$ cat config.mk
export PLATFORM = sky130hd
export DESIGN_NAME = lifo_stack_with_indexed_access_core_flat
export DESIGN_NICKNAME = d
export VERILOG_FILES = /design/src/hw/rtl/lsia_pkg.sv /design/src/hw/rtl/lsia_req_if.sv /design/src/hw/rtl/lsia_rsp_if.sv /design/src/hw/rtl/lifo_stack_with_indexed_access_core.sv /design/src/hw/rtl/lsia_cell.sv /design/src/flat_wrapper.sv
export SDC_FILE = /design/constraint.sdc
export NUM_CORES = 1
export LEC_CHECK = 0
export BUFFER_PORTS_ARGS = -buffer_cell sky130_fd_sc_hd__buf_2
export CORE_AREA = 2 2 268 244
export DETAILED_ROUTE_END_ITERATION = 16
export DIE_AREA = 0 0 270 246
export PLACE_DENSITY = 0.55
export SYNTH_ARGS = -nofsm -noshare
export SYNTH_HDL_FRONTEND = slang
export SYNTH_SLANG_ARGS = --single-unit
$ cat constraint.sdc
create_clock -name clk -period 8.87 [get_ports clk]
set_clock_uncertainty 0.15 [all_clocks]
set_input_delay 0 -clock clk [delete_from_list [all_inputs] [get_ports clk]]
set_output_delay 0 -clock clk [all_outputs]
set_load 0.05 [all_outputs]
$ cat src/hw/rtl/lsia_pkg.sv
// ----------------------------------------------------------------------------
// lsia_pkg
// Shared types and codes for the indexed-access lifo stack.
// ----------------------------------------------------------------------------
package lsia_pkg;

	typedef logic [2:0] cmd_t;
	typedef logic [1:0] status_t;

	// command codes
	localparam cmd_t CMD_PUSH   = 3'd0;
	localparam cmd_t CMD_POP    = 3'd1;
	localparam cmd_t CMD_PEEK   = 3'd2;
	localparam cmd_t CMD_CHANGE = 3'd3;
	localparam cmd_t CMD_CLEAR  = 3'd4;

	// status codes
	localparam status_t ST_OK    = 2'd0;
	localparam status_t ST_FULL  = 2'd1;
	localparam status_t ST_EMPTY = 2'd2;
	localparam status_t ST_RANGE = 2'd3;

	// per-cycle control broadcast to every cell
	typedef struct packed {
		logic push;   // shift entries away from the top, cell 0 takes new word
		logic pop;    // shift entries toward the top
		logic wr;     // overwrite the cell whose index matches
		logic load;   // copy entries into the read line
		logic shift;  // move the read line one cell toward the top
	} cell_ctl_t;

endpackage

$ cat src/hw/rtl/lsia_req_if.sv
// ----------------------------------------------------------------------------
// lsia_req_if
// Command channel: valid/ready handshake with the command payload.
// ----------------------------------------------------------------------------
interface lsia_req_if #(
	parameter int CNT_W = 4,
	parameter int WIDTH = 32
);
	logic             valid;
	logic             ready;
	lsia_pkg::cmd_t   cmd;
	logic [CNT_W-1:0] position;
	logic [WIDTH-1:0] data_in;

	modport source (output valid, cmd, position, data_in, input ready);
	modport sink   (input valid, cmd, position, data_in, output ready);
endinterface

$ cat src/hw/rtl/lsia_rsp_if.sv
// ----------------------------------------------------------------------------
// lsia_rsp_if
// Result channel: valid/ready handshake with status, read word and fill state.
// ----------------------------------------------------------------------------
interface lsia_rsp_if #(
	parameter int CNT_W = 4,
	parameter int WIDTH = 32
);
	logic              valid;
	logic              ready;
	lsia_pkg::status_t status;
	logic [WIDTH-1:0]  read_data;
	logic [CNT_W-1:0]  fill_count;
	logic              is_full;
	logic              is_empty;

	modport source (output valid, status, read_data, fill_count, is_full, is_empty,
		input ready);
	modport sink   (input valid, status, read_data, fill_count, is_full, is_empty,
		output ready);
endinterface

$ cat src/hw/rtl/lifo_stack_with_indexed_access_core.sv
// ----------------------------------------------------------------------------
// lifo_stack_with_indexed_access_core
// Bounded lifo stack with peek and overwrite at a depth counted from the top.
// ----------------------------------------------------------------------------
// The stack lives in a row of DEPTH cells with the top word in cell 0; push
// and pop move every entry one cell at once, and an overwrite hits the
// matching cell directly. Push, pop, change, clear and rejected commands
// return their result in the output register, and a new command is taken in
// the cycle that result is taken, so they run at one per cycle while results
// are taken. A successful peek at position p copies the entries into a read
// line that shifts one cell per cycle toward cell 0; no new command is taken
// until the walk ends and the word is in the output register. The capacity
// limit register keeps the written value, the effective limit saturates at
// DEPTH, and the register resets to CAP_RESET (or DEPTH if smaller).
// ----------------------------------------------------------------------------
module lifo_stack_with_indexed_access_core #(
	parameter int DEPTH     = 8,
	parameter int WIDTH     = 32,
	parameter int CAP_RESET = 8
) (
	input  logic                       clk,
	input  logic                       arst_n,
	input  logic                       cfg_wr_en,
	input  logic [$clog2(DEPTH+1)-1:0] cfg_wr_data,
	lsia_req_if.sink                   req,
	lsia_rsp_if.source                 rsp
);
	import lsia_pkg::*;

	localparam int CNT_W    = $clog2(DEPTH + 1);
	localparam int CAP_INIT = (CAP_RESET > DEPTH) ? DEPTH : CAP_RESET;

	localparam logic ST_IDLE = 1'b0;
	localparam logic ST_WALK = 1'b1;

	logic             state_q;
	logic [CNT_W-1:0] count_q;
	logic [CNT_W-1:0] lim_q;
	logic [CNT_W-1:0] walk_q;

	logic             rsp_valid_q;
	status_t          rsp_status_q;
	logic [WIDTH-1:0] rsp_data_q;
	logic [CNT_W-1:0] rsp_count_q;
	logic             rsp_full_q;
	logic             rsp_empty_q;

	logic [WIDTH-1:0] entry_w [DEPTH];
	logic [WIDTH-1:0] rl_w    [DEPTH];

	logic             accept;
	logic             is_zero;
	logic             pos_bad;
	logic [CNT_W-1:0] eff_lim;
	logic [CNT_W-1:0] new_count;
	status_t          new_status;
	logic             go_walk;
	cell_ctl_t        ctl;

	// effective limit and command decode
	assign eff_lim = (lim_q > CNT_W'(DEPTH)) ? CNT_W'(DEPTH) : lim_q;
	assign is_zero = (count_q == '0);
	assign pos_bad = (req.position == '0) || (req.position > count_q);

	assign req.ready = (state_q == ST_IDLE) && (!rsp_valid_q || rsp.ready);
	assign accept    = req.valid && req.ready;

	always_comb begin
		new_count  = count_q;
		new_status = ST_OK;
		go_walk    = 1'b0;
		ctl        = '0;
		case (req.cmd)
			CMD_PUSH: begin
				if (count_q >= eff_lim) begin
					new_status = ST_FULL;
				end else begin
					ctl.push  = accept;
					new_count = CNT_W'(count_q + 1'b1);
				end
			end
			CMD_POP: begin
				if (is_zero) begin
					new_status = ST_EMPTY;
				end else begin
					ctl.pop   = accept;
					new_count = CNT_W'(count_q - 1'b1);
				end
			end
			CMD_PEEK: begin
				if (is_zero) begin
					new_status = ST_EMPTY;
				end else if (pos_bad) begin
					new_status = ST_RANGE;
				end else begin
					ctl.load = accept;
					go_walk  = 1'b1;
				end
			end
			CMD_CHANGE: begin
				if (is_zero) begin
					new_status = ST_EMPTY;
				end else if (pos_bad) begin
					new_status = ST_RANGE;
				end else begin
					ctl.wr = accept;
				end
			end
			CMD_CLEAR: begin
				new_count = '0;
			end
			default: begin
				new_count = count_q;
			end
		endcase
		// read line walk toward cell 0
		if (state_q == ST_WALK && walk_q != '0) begin
			ctl.shift = 1'b1;
		end
	end

	// row of cells
	for (genvar i = 0; i < DEPTH; i++) begin : g_cell
		logic [WIDTH-1:0] prev_e;
		logic [WIDTH-1:0] next_e;
		logic [WIDTH-1:0] next_r;

		if (i == 0) begin : g_first
			assign prev_e = req.data_in;
		end else begin : g_mid
			assign prev_e = entry_w[i-1];
		end
		if (i == DEPTH - 1) begin : g_last
			assign next_e = entry_w[i];
			assign next_r = rl_w[i];
		end else begin : g_inner
			assign next_e = entry_w[i+1];
			assign next_r = rl_w[i+1];
		end

		lsia_cell #(
			.WIDTH (WIDTH),
			.CNT_W (CNT_W),
			.IDX   (i)
		) u_cell (
			.clk        (clk),
			.ctl        (ctl),
			.wr_idx     (CNT_W'(req.position - 1'b1)),
			.wr_data    (req.data_in),
			.prev_entry (prev_e),
			.next_entry (next_e),
			.next_rl    (next_r),
			.entry      (entry_w[i]),
			.rl         (rl_w[i])
		);
	end

	// capacity limit register
	always_ff @(posedge clk or negedge arst_n) begin
		if (!arst_n) begin
			lim_q <= CNT_W'(CAP_INIT);
		end else if (cfg_wr_en) begin
			lim_q <= cfg_wr_data;
		end
	end

	// sequencer, fill count and walk counter
	always_ff @(posedge clk or negedge arst_n) begin
		if (!arst_n) begin
			state_q <= ST_IDLE;
			count_q <= '0;
			walk_q  <= '0;
		end else begin
			case (state_q)
				ST_IDLE: begin
					if (accept) begin
						count_q <= new_count;
						if (go_walk) begin
							state_q <= ST_WALK;
							walk_q  <= CNT_W'(req.position - 1'b1);
						end
					end
				end
				ST_WALK: begin
					if (walk_q == '0) begin
						state_q <= ST_IDLE;
					end else begin
						walk_q <= CNT_W'(walk_q - 1'b1);
					end
				end
				default: begin
					state_q <= ST_IDLE;
				end
			endcase
		end
	end

	// result valid
	always_ff @(posedge clk or negedge arst_n) begin
		if (!arst_n) begin
			rsp_valid_q <= 1'b0;
		end else if ((accept && !go_walk) || (state_q == ST_WALK && walk_q == '0)) begin
			rsp_valid_q <= 1'b1;
		end else if (rsp.ready) begin
			rsp_valid_q <= 1'b0;
		end
	end

	// result payload
	always_ff @(posedge clk) begin
		if (accept && !go_walk) begin
			rsp_status_q <= new_status;
			rsp_data_q   <= '0;
			rsp_count_q  <= new_count;
			rsp_full_q   <= (new_count >= eff_lim);
			rsp_empty_q  <= (new_count == '0);
		end else if (state_q == ST_WALK && walk_q == '0) begin
			rsp_status_q <= ST_OK;
			rsp_data_q   <= rl_w[0];
			rsp_count_q  <= count_q;
			rsp_full_q   <= (count_q >= eff_lim);
			rsp_empty_q  <= is_zero;
		end
	end

	assign rsp.valid      = rsp_valid_q;
	assign rsp.status     = rsp_status_q;
	assign rsp.read_data  = rsp_data_q;
	assign rsp.fill_count = rsp_count_q;
	assign rsp.is_full    = rsp_full_q;
	assign rsp.is_empty   = rsp_empty_q;

endmodule

$ cat src/hw/rtl/lsia_cell.sv
// ----------------------------------------------------------------------------
// lsia_cell
// One stack slot: holds an entry and one stage of the read line, and trades
// both with its neighbors on push, pop and read-line shifts.
// ----------------------------------------------------------------------------
module lsia_cell #(
	parameter int WIDTH = 32,
	parameter int CNT_W = 4,
	parameter int IDX   = 0
) (
	input  logic                clk,
	input  lsia_pkg::cell_ctl_t ctl,
	input  logic [CNT_W-1:0]    wr_idx,
	input  logic [WIDTH-1:0]    wr_data,
	input  logic [WIDTH-1:0]    prev_entry,
	input  logic [WIDTH-1:0]    next_entry,
	input  logic [WIDTH-1:0]    next_rl,
	output logic [WIDTH-1:0]    entry,
	output logic [WIDTH-1:0]    rl
);
	import lsia_pkg::*;

	logic [WIDTH-1:0] entry_q;
	logic [WIDTH-1:0] rl_q;
	logic             hit;

	assign hit = (wr_idx == CNT_W'(IDX));

	// entry update: push, pop or indexed overwrite
	always_ff @(posedge clk) begin
		if (ctl.push) begin
			entry_q <= prev_entry;
		end else if (ctl.pop) begin
			entry_q <= next_entry;
		end else if (ctl.wr && hit) begin
			entry_q <= wr_data;
		end
	end

	// read line stage
	always_ff @(posedge clk) begin
		if (ctl.load) begin
			rl_q <= entry_q;
		end else if (ctl.shift) begin
			rl_q <= next_rl;
		end
	end

	assign entry = entry_q;
	assign rl    = rl_q;

endmodule
$ cat src/flat_wrapper.sv
// flat-port wrapper written by rule: the top's interface ports become plain ports
module lifo_stack_with_indexed_access_core_flat import lsia_pkg::*;
#(
	parameter int DEPTH     = 8,
	parameter int WIDTH     = 32,
	parameter int CAP_RESET = 8
)
  (clk, arst_n, cfg_wr_en, cfg_wr_data, req_valid, req_cmd, req_position, req_data_in, req_ready, rsp_valid, rsp_status, rsp_read_data, rsp_fill_count, rsp_is_full, rsp_is_empty, rsp_ready);
  lsia_req_if #(.WIDTH(WIDTH)) req_i ();
  lsia_rsp_if #(.WIDTH(WIDTH)) rsp_i ();
  input  logic clk;
  input  logic arst_n;
  input  logic cfg_wr_en;
  input  logic [$clog2(DEPTH+1)-1:0] cfg_wr_data;
  input wire logic [$bits(req_i.valid)-1:0] req_valid;
  input wire logic [$bits(req_i.cmd)-1:0] req_cmd;
  input wire logic [$bits(req_i.position)-1:0] req_position;
  input wire logic [$bits(req_i.data_in)-1:0] req_data_in;
  output wire logic [$bits(req_i.ready)-1:0] req_ready;
  output wire logic [$bits(rsp_i.valid)-1:0] rsp_valid;
  output wire logic [$bits(rsp_i.status)-1:0] rsp_status;
  output wire logic [$bits(rsp_i.read_data)-1:0] rsp_read_data;
  output wire logic [$bits(rsp_i.fill_count)-1:0] rsp_fill_count;
  output wire logic [$bits(rsp_i.is_full)-1:0] rsp_is_full;
  output wire logic [$bits(rsp_i.is_empty)-1:0] rsp_is_empty;
  input wire logic [$bits(rsp_i.ready)-1:0] rsp_ready;
  assign req_i.valid = req_valid;
  assign req_i.cmd = req_cmd;
  assign req_i.position = req_position;
  assign req_i.data_in = req_data_in;
  assign req_ready = req_i.ready;
  assign rsp_valid = rsp_i.valid;
  assign rsp_status = rsp_i.status;
  assign rsp_read_data = rsp_i.read_data;
  assign rsp_fill_count = rsp_i.fill_count;
  assign rsp_is_full = rsp_i.is_full;
  assign rsp_is_empty = rsp_i.is_empty;
  assign rsp_i.ready = rsp_ready;
  lifo_stack_with_indexed_access_core #(.DEPTH(DEPTH), .WIDTH(WIDTH), .CAP_RESET(CAP_RESET)) u_core (.clk(clk), .arst_n(arst_n), .cfg_wr_en(cfg_wr_en), .cfg_wr_data(cfg_wr_data), .req(req_i), .rsp(rsp_i));
endmodule
## Word level (Yosys, flattened, before mapping)

Cells that the tools add are included.

- Bits of input ports: 48
- Register bits after elaboration: 566

- $lt $le $gt $ge: 4
- Eq/ne operators: 15
- Multiplexer cells: 77
- Reduce and logical (&&, ||, !) cells: 40
- Bitwise gates (word level): 1
- Add/sub/neg operators: 4

Operators by type and width:

| cell | count |
|---|---|
| $mux 32 | 38 |
| $mux 4 | 8 |
| $mux 1 | 22 |
| $reduce_bool 3->1 | 7 |
| $logic_not 4->1 | 5 |
| $eq 4x3->1 const B | 4 |
| $logic_and 1x1->1 | 13 |
| $pmux 4 s3 | 1 |
| $sub 4x1->4 const B | 3 |
| $mux 2 | 5 |
| $eq 4x2->1 const B | 2 |
| $ge 4x4->1 | 2 |
| $pmux 4 s2 | 1 |
| $reduce_bool 2->1 | 4 |
| $eq 3x2->1 const B | 2 |
| $ne 2x1->1 const B | 3 |
| $pmux 2 s3 | 1 |
| $add 4x1->4 const B | 1 |
| $eq 4x1->1 const B | 1 |
| $gt 4x4->1 | 1 |
| $gt 4x4->1 const B | 1 |
| $reduce_and 2->1 | 2 |
| $reduce_bool 4->1 | 1 |
| $eq 3x1->1 const B | 1 |
| other kinds (9) | 12 |

## Logic depth before layout (Yosys ltp)

- Word-level depth: 11
- Depth in mapped cells: 15

## Hierarchy

Synthesis repeated with hierarchy kept, for this count alone.

- Cell total of the unflattened synthesis: 2,001
- Area total of the unflattened synthesis: 28,454.8 µm²

By module, submodules not included:

| module | area each (µm²) | instances | cells an instance |
|---|---|---|---|
| lsia_cell (u_core.g_cell[3].u_cell ...) | 3,193.1 | 2 | 210 |
| lsia_cell (u_core.g_cell[1].u_cell ...) | 3,191.8 | 2 | 210 |
| lsia_cell (u_core.g_cell[5].u_cell ...) | 3,191.8 | 2 | 211 |
| lsia_cell (u_core.g_cell[0].u_cell ...) | 3,189.3 | 2 | 210 |
| lifo_stack_with_indexed_access_core | 2,922.8 | 1 | 319 |

## Worst setup path before layout

Ideal clock, no wire load.

- Path kind: flip-flop to flip-flop
- Start point: reg u_core.count_q[3]
- End point: reg u_core.walk_q[1]
- Data required time: 8.343 ns
- Cell stages (with the launch flop): 9
- Library setup time: 0.377 ns
- Arrival: 6.902 ns
- Clock period less this slack: 7.430 ns
- Buffers on the path: 1
- Setup slack: 1.440 ns
- Cell sequence: dfrtp_1 inv_1 ha_1 a2111oi_0 o21a_2 nand3_1 buf_2 nand2_1 o21ai_0

- Longest elaborated chain between the ends: 7

RTL lines:

| what | line | source |
|---|---|---|
| start: declaration | lifo_stack_with_indexed_access_core.sv:37 | `logic [CNT_W-1:0] count_q;` |
| start signal: assignment | lifo_stack_with_indexed_access_core.sv:177 | `count_q <= new_count;` |
| $gt 4x4->1 | lifo_stack_with_indexed_access_core.sv:63 | `assign pos_bad = (req.position == '0) \|\| (req.position > count_q);` |
| $logic_or 1x1->1 | lifo_stack_with_indexed_access_core.sv:63 |  |
| $mux 1 | lifo_stack_with_indexed_access_core.sv:93 | `end else if (pos_bad) begin` |
| $mux 1 (*) | lifo_stack_with_indexed_access_core.sv:91 | `if (is_zero) begin` |
| $mux 1 (*) | lifo_stack_with_indexed_access_core.sv:73 | `case (req.cmd)` |
| $ne 2x1->1 (no source line) (*) | -- |  |
| $reduce_and 3->1 (no source line) (*) | -- |  |
| end signal: assignment | lifo_stack_with_indexed_access_core.sv:180 | `walk_q <= CNT_W'(req.position - 1'b1);` |
| end signal: assignment | lifo_stack_with_indexed_access_core.sv:188 | `walk_q <= CNT_W'(walk_q - 1'b1);` |
| end: declaration | lifo_stack_with_indexed_access_core.sv:39 | `logic [CNT_W-1:0] walk_q;` |

Mark *: on every way between the ends. The rest lies on a longest branch, timed or not.
A chain may end at the register's enable or synchronous reset.

## Worst setup path in the final report

- Start point: reg u_core.count_q[3]
- End point: reg u_core.g_cell[6].u_cell.rl_q[2] (enable)

- Longest elaborated chain between the ends: 6

RTL lines:

| what | line | source |
|---|---|---|
| $gt 4x4->1 | lifo_stack_with_indexed_access_core.sv:63 |  |
| $logic_or 1x1->1 | lifo_stack_with_indexed_access_core.sv:63 |  |
| $mux 1 | lifo_stack_with_indexed_access_core.sv:93 |  |
| $mux 1 (*) | -- |  |
| $mux 1 (*) | lifo_stack_with_indexed_access_core.sv:73 |  |
| $reduce_bool 2->1 (no source line) (*) | -- |  |
| end signal: assignment | lsia_cell.sv:43 | `rl_q <= entry_q;` |
| end signal: assignment | lsia_cell.sv:45 | `rl_q <= next_rl;` |
| end: declaration | lsia_cell.sv:24 | `logic [WIDTH-1:0] rl_q;` |

Marks and branches as above.

==> summary.txt <==
Final layout
  • Layout cells sized above 1: between 10% and 20%
  • Final #Nets: about 2500
  • Layout Cells excl Fill: 3322
  • Antenna Cells: 0
  • Layout area overhead: 13.6%

Die
  • Ports: 90
  • Die X: 270 um
  • Die height: 246 um
  • Full die area: 0.0664 sq mm
  • Cell row count: between 80 and 90
  • Initial Util: 39.7%
  • Core Area: 0.0635 sq mm

Placed design
  • GP Congestion: 0.802
  • HPWL Detailed: 31000 um
  • Port bufs: ~90
  • Placed insts: 3146

Clocking
  • Root Buffer: clkbuf_16
  • H-tree levels: 2
  • Reg clk slew, reported paths: 0.06 ns
  • Clock latency on the worst-skew pair: 0.64 ns
  • CTS max path bufs: 3
  • TritonCTS buffer count: between 60 and 70
  • # resized after CTS: 0
  • Clock tree from TritonCTS: built
  • Clk sinks: 566
  • Postcts setup bufs: 0

STA
  • Number of setup violations in the final report: 0
  • Slew HR: between 30% and 40%
  • Final Max Slew Viols: 0
  • Fmax: 217 MHz
  • Hold Violations, Final: 0
  • TNS Setup: 0 ns
  • Slew @ Worst Pin: 1.02 ns
  • Min cycle time layout: 4.62 ns
  • Tcrit/Tclk final: roughly 52%
  • Worst hold slack: 0.0577 ns
  • Unrepaired setup endpoints after global routing: false

Synthesis
  • Synth cell count leaders: nand2_1 (942), edfxtp_1 (520), a21oi_1 (232), o21ai_0 (182), buf_2 (74)
  • Syn. warnings: 0
  • Register bit total from synthesis: between 500 and 600
  • Syn Area/Cell: 10.7 sq um
  • Synth Instances: 2353
  • Syn_nets: 2422
  • Synthesized area: 0.0252 sq mm
  • Top-count cell post-synth: nand2_1
  • Netlist cell types: just over 60
  • Register area share after synthesis: 65.9%
  • Synth top area cells: edfxtp_1 (62%), nand2_1 (14%), a21oi_1 (4.6%)
  • Post-synth EDFFs: 520
  • Ys async rst share: 2.47%
  • Main flop type after synthesis: edfxtp_1
  • Area leader, netlist: edfxtp_1
  • Post-synth top area share: 62.0%

Global routing
  • Vias in the first global route: 16000
  • First-pass GRT wire length: 90400 um
  • Gr usage total: approximately 17%
  • Initial antenna violation count: 1
  • Largest net degree at the start of global routing: 206
  • Aggregate global routing overflow: 0

Drt
  • Total routed wirelength: about 57000 um
  • DR vias: roughly 17000
  • DR vias/cell: 5.07
  • Initial DRC count: 1554
  • DRT antenna net count: 0
  • # DRC: 0
  • DR pass1 iterations: 6
  • WL/cell: approximately 17 um

Setup path
  • Critical path endpoint category: flip-flop
  • CP Class: reg2reg
  • CP Max Fanout: 49
  • Crit path DAT: between 4 and 5 ns
  • Worst Setup Start Kind: flip-flop
  • Worst EP required: 8.99 ns

Power
  • VDD IR max: 0.149 mV
  • Leak: between 10 and 15 nW
  • Power Density: 276 mW/mm^2

Status
  • Outcome: finished clean

Hold path
  • Min-delay worst type: in2reg

Run
  • # Max-Cap Violations: 0
==> layout make-up <==
| class | count | area, sq um |
|---|---|---|
| multi-input cells | 1600 | 7630 |
| inverters | 14 | 52.6 |
| fillers | 5990 | 34900 |
| clock inverters | 39 | 385 |
| flip-flops and latches | 566 | 16600 |
| clock buffers | 74 | 1600 |
| well taps | 855 | 1070 |
| repair buffers | 174 | 1290 |
==> cells in the final DEF, fill, tap and decap left out, types with 5 or more instances in the layout <==
master,count
clkbuf_16,62
bufinv_16,7
dfxtp_1,32
clkbuf_1,12
inv_1,13
o21ai_0,182
clkinv_2,10
nor3_1,7
nor2b_1,36
buf_2,89
clkinv_1,17
dlygate4sd3_1,63
a21o_1,43
ha_1,21
o21ai_1,20
buf_4,18
nand2b_1,5
a21oi_1,231
edfxtp_1,520
mux2_2,38
nand2_1,941
nor2_1,11
dfrtp_1,13
==> final timing paths <==
kind                       slack, ns  cells past startpoint                               end               startpoint
max                             4.25                      8     u_core.g_cell[6].u_cell.rl[2]        u_core.count_q[3]
min                             0.06                      3  u_core.g_cell[7].u_cell.entry[4]           req_data_in[4]
max reg2reg                     4.25                      8     u_core.g_cell[6].u_cell.rl[2]        u_core.count_q[3]
min reg2reg                     0.30                      2           u_core.rsp.read_data[0]  u_core.rsp.read_data[0]
max in group asynchronous       7.69                      3                  u_core.walk_q[2]                   arst_n
min in group asynchronous       0.39                      3                 u_core.count_q[2]                   arst_n
==> metrics by stage <==
stage	cell area (sq um)	power, mW	setup slack [ns]	utilization, %
floorplan	25200	5.05	1.44	-
global placement	26000	5.36	4.31	41.0
detailed placement	26000	5.41	4.21	41.0
CTS	28600	8.01	4.20	45.1
global route	28600	8.33	3.87	45.1
finish	28600	7.91	4.25	45.1
==> critical path: stages, from the launching register on <==
cell and delay, ns:
dfrtp_1 0.48, inv_1 0.15, ha_1 0.34, a2111oi_0 0.57, o21a_2 0.34, nand3_4 0.43
nand2_4 0.51, buf_4 0.54, buf_4 0.64
==> metal layers <==
| metal | vias to the layer above | track usage (%) | part of all wire (%) |
|---|---|---|---|
| li1 | 8256 | - | - |
| met1 | 8039 | 24.5 | 48 |
| met2 | 449 | 26.8 | 44 |
| met3 | 96 | 2.84 | 5.3 |
| met4 | 0 | 4.77 | 2.4 |
| met5 | - | 0 | 0 |
==> cells by family after synthesis <==
group                      count (synthesis)  synth area share (%)
DFF                                      566                  65.9
xor gates and xnor gates                   3                 0.104
adders and majority gates                 21                  1.04
buffers and inverters                    187                  4.10
AOI/OAI and AO/OA                        501                  10.7
muxes                                     42                  1.86
and+or+nand+nor                         1033                  16.3
==> flip-flops by register name, summed over array words and instances (netlist names), 2 cells and up <==
signal	count
u_core.lim_q	4
u_core.g_cell.u_cell.rl	256
u_core.rsp.fill_count	4
u_core.g_cell.u_cell.entry	256
u_core.walk_q	4
u_core.rsp.status	2
u_core.rsp.read_data	32
u_core.count_q	4
==> repair_timing <==
action | 4_1_cts | 5_1_grt
hold buffers | 63 | 0
hold endpoints to repair | 286 | 0
endpoints found under the setup margin | 0 | 0
==> power breakdown <==
part           switching [mW]  total, mW  internal (mW)  leakage [nW]
logic                    1.07       1.48          0.414          4.48
clock network            1.07       2.55           1.48         0.968
registers               0.207       3.88           3.67          5.18
total                    2.34       7.91           5.57          10.6
(Power assumes the default switching activity.)
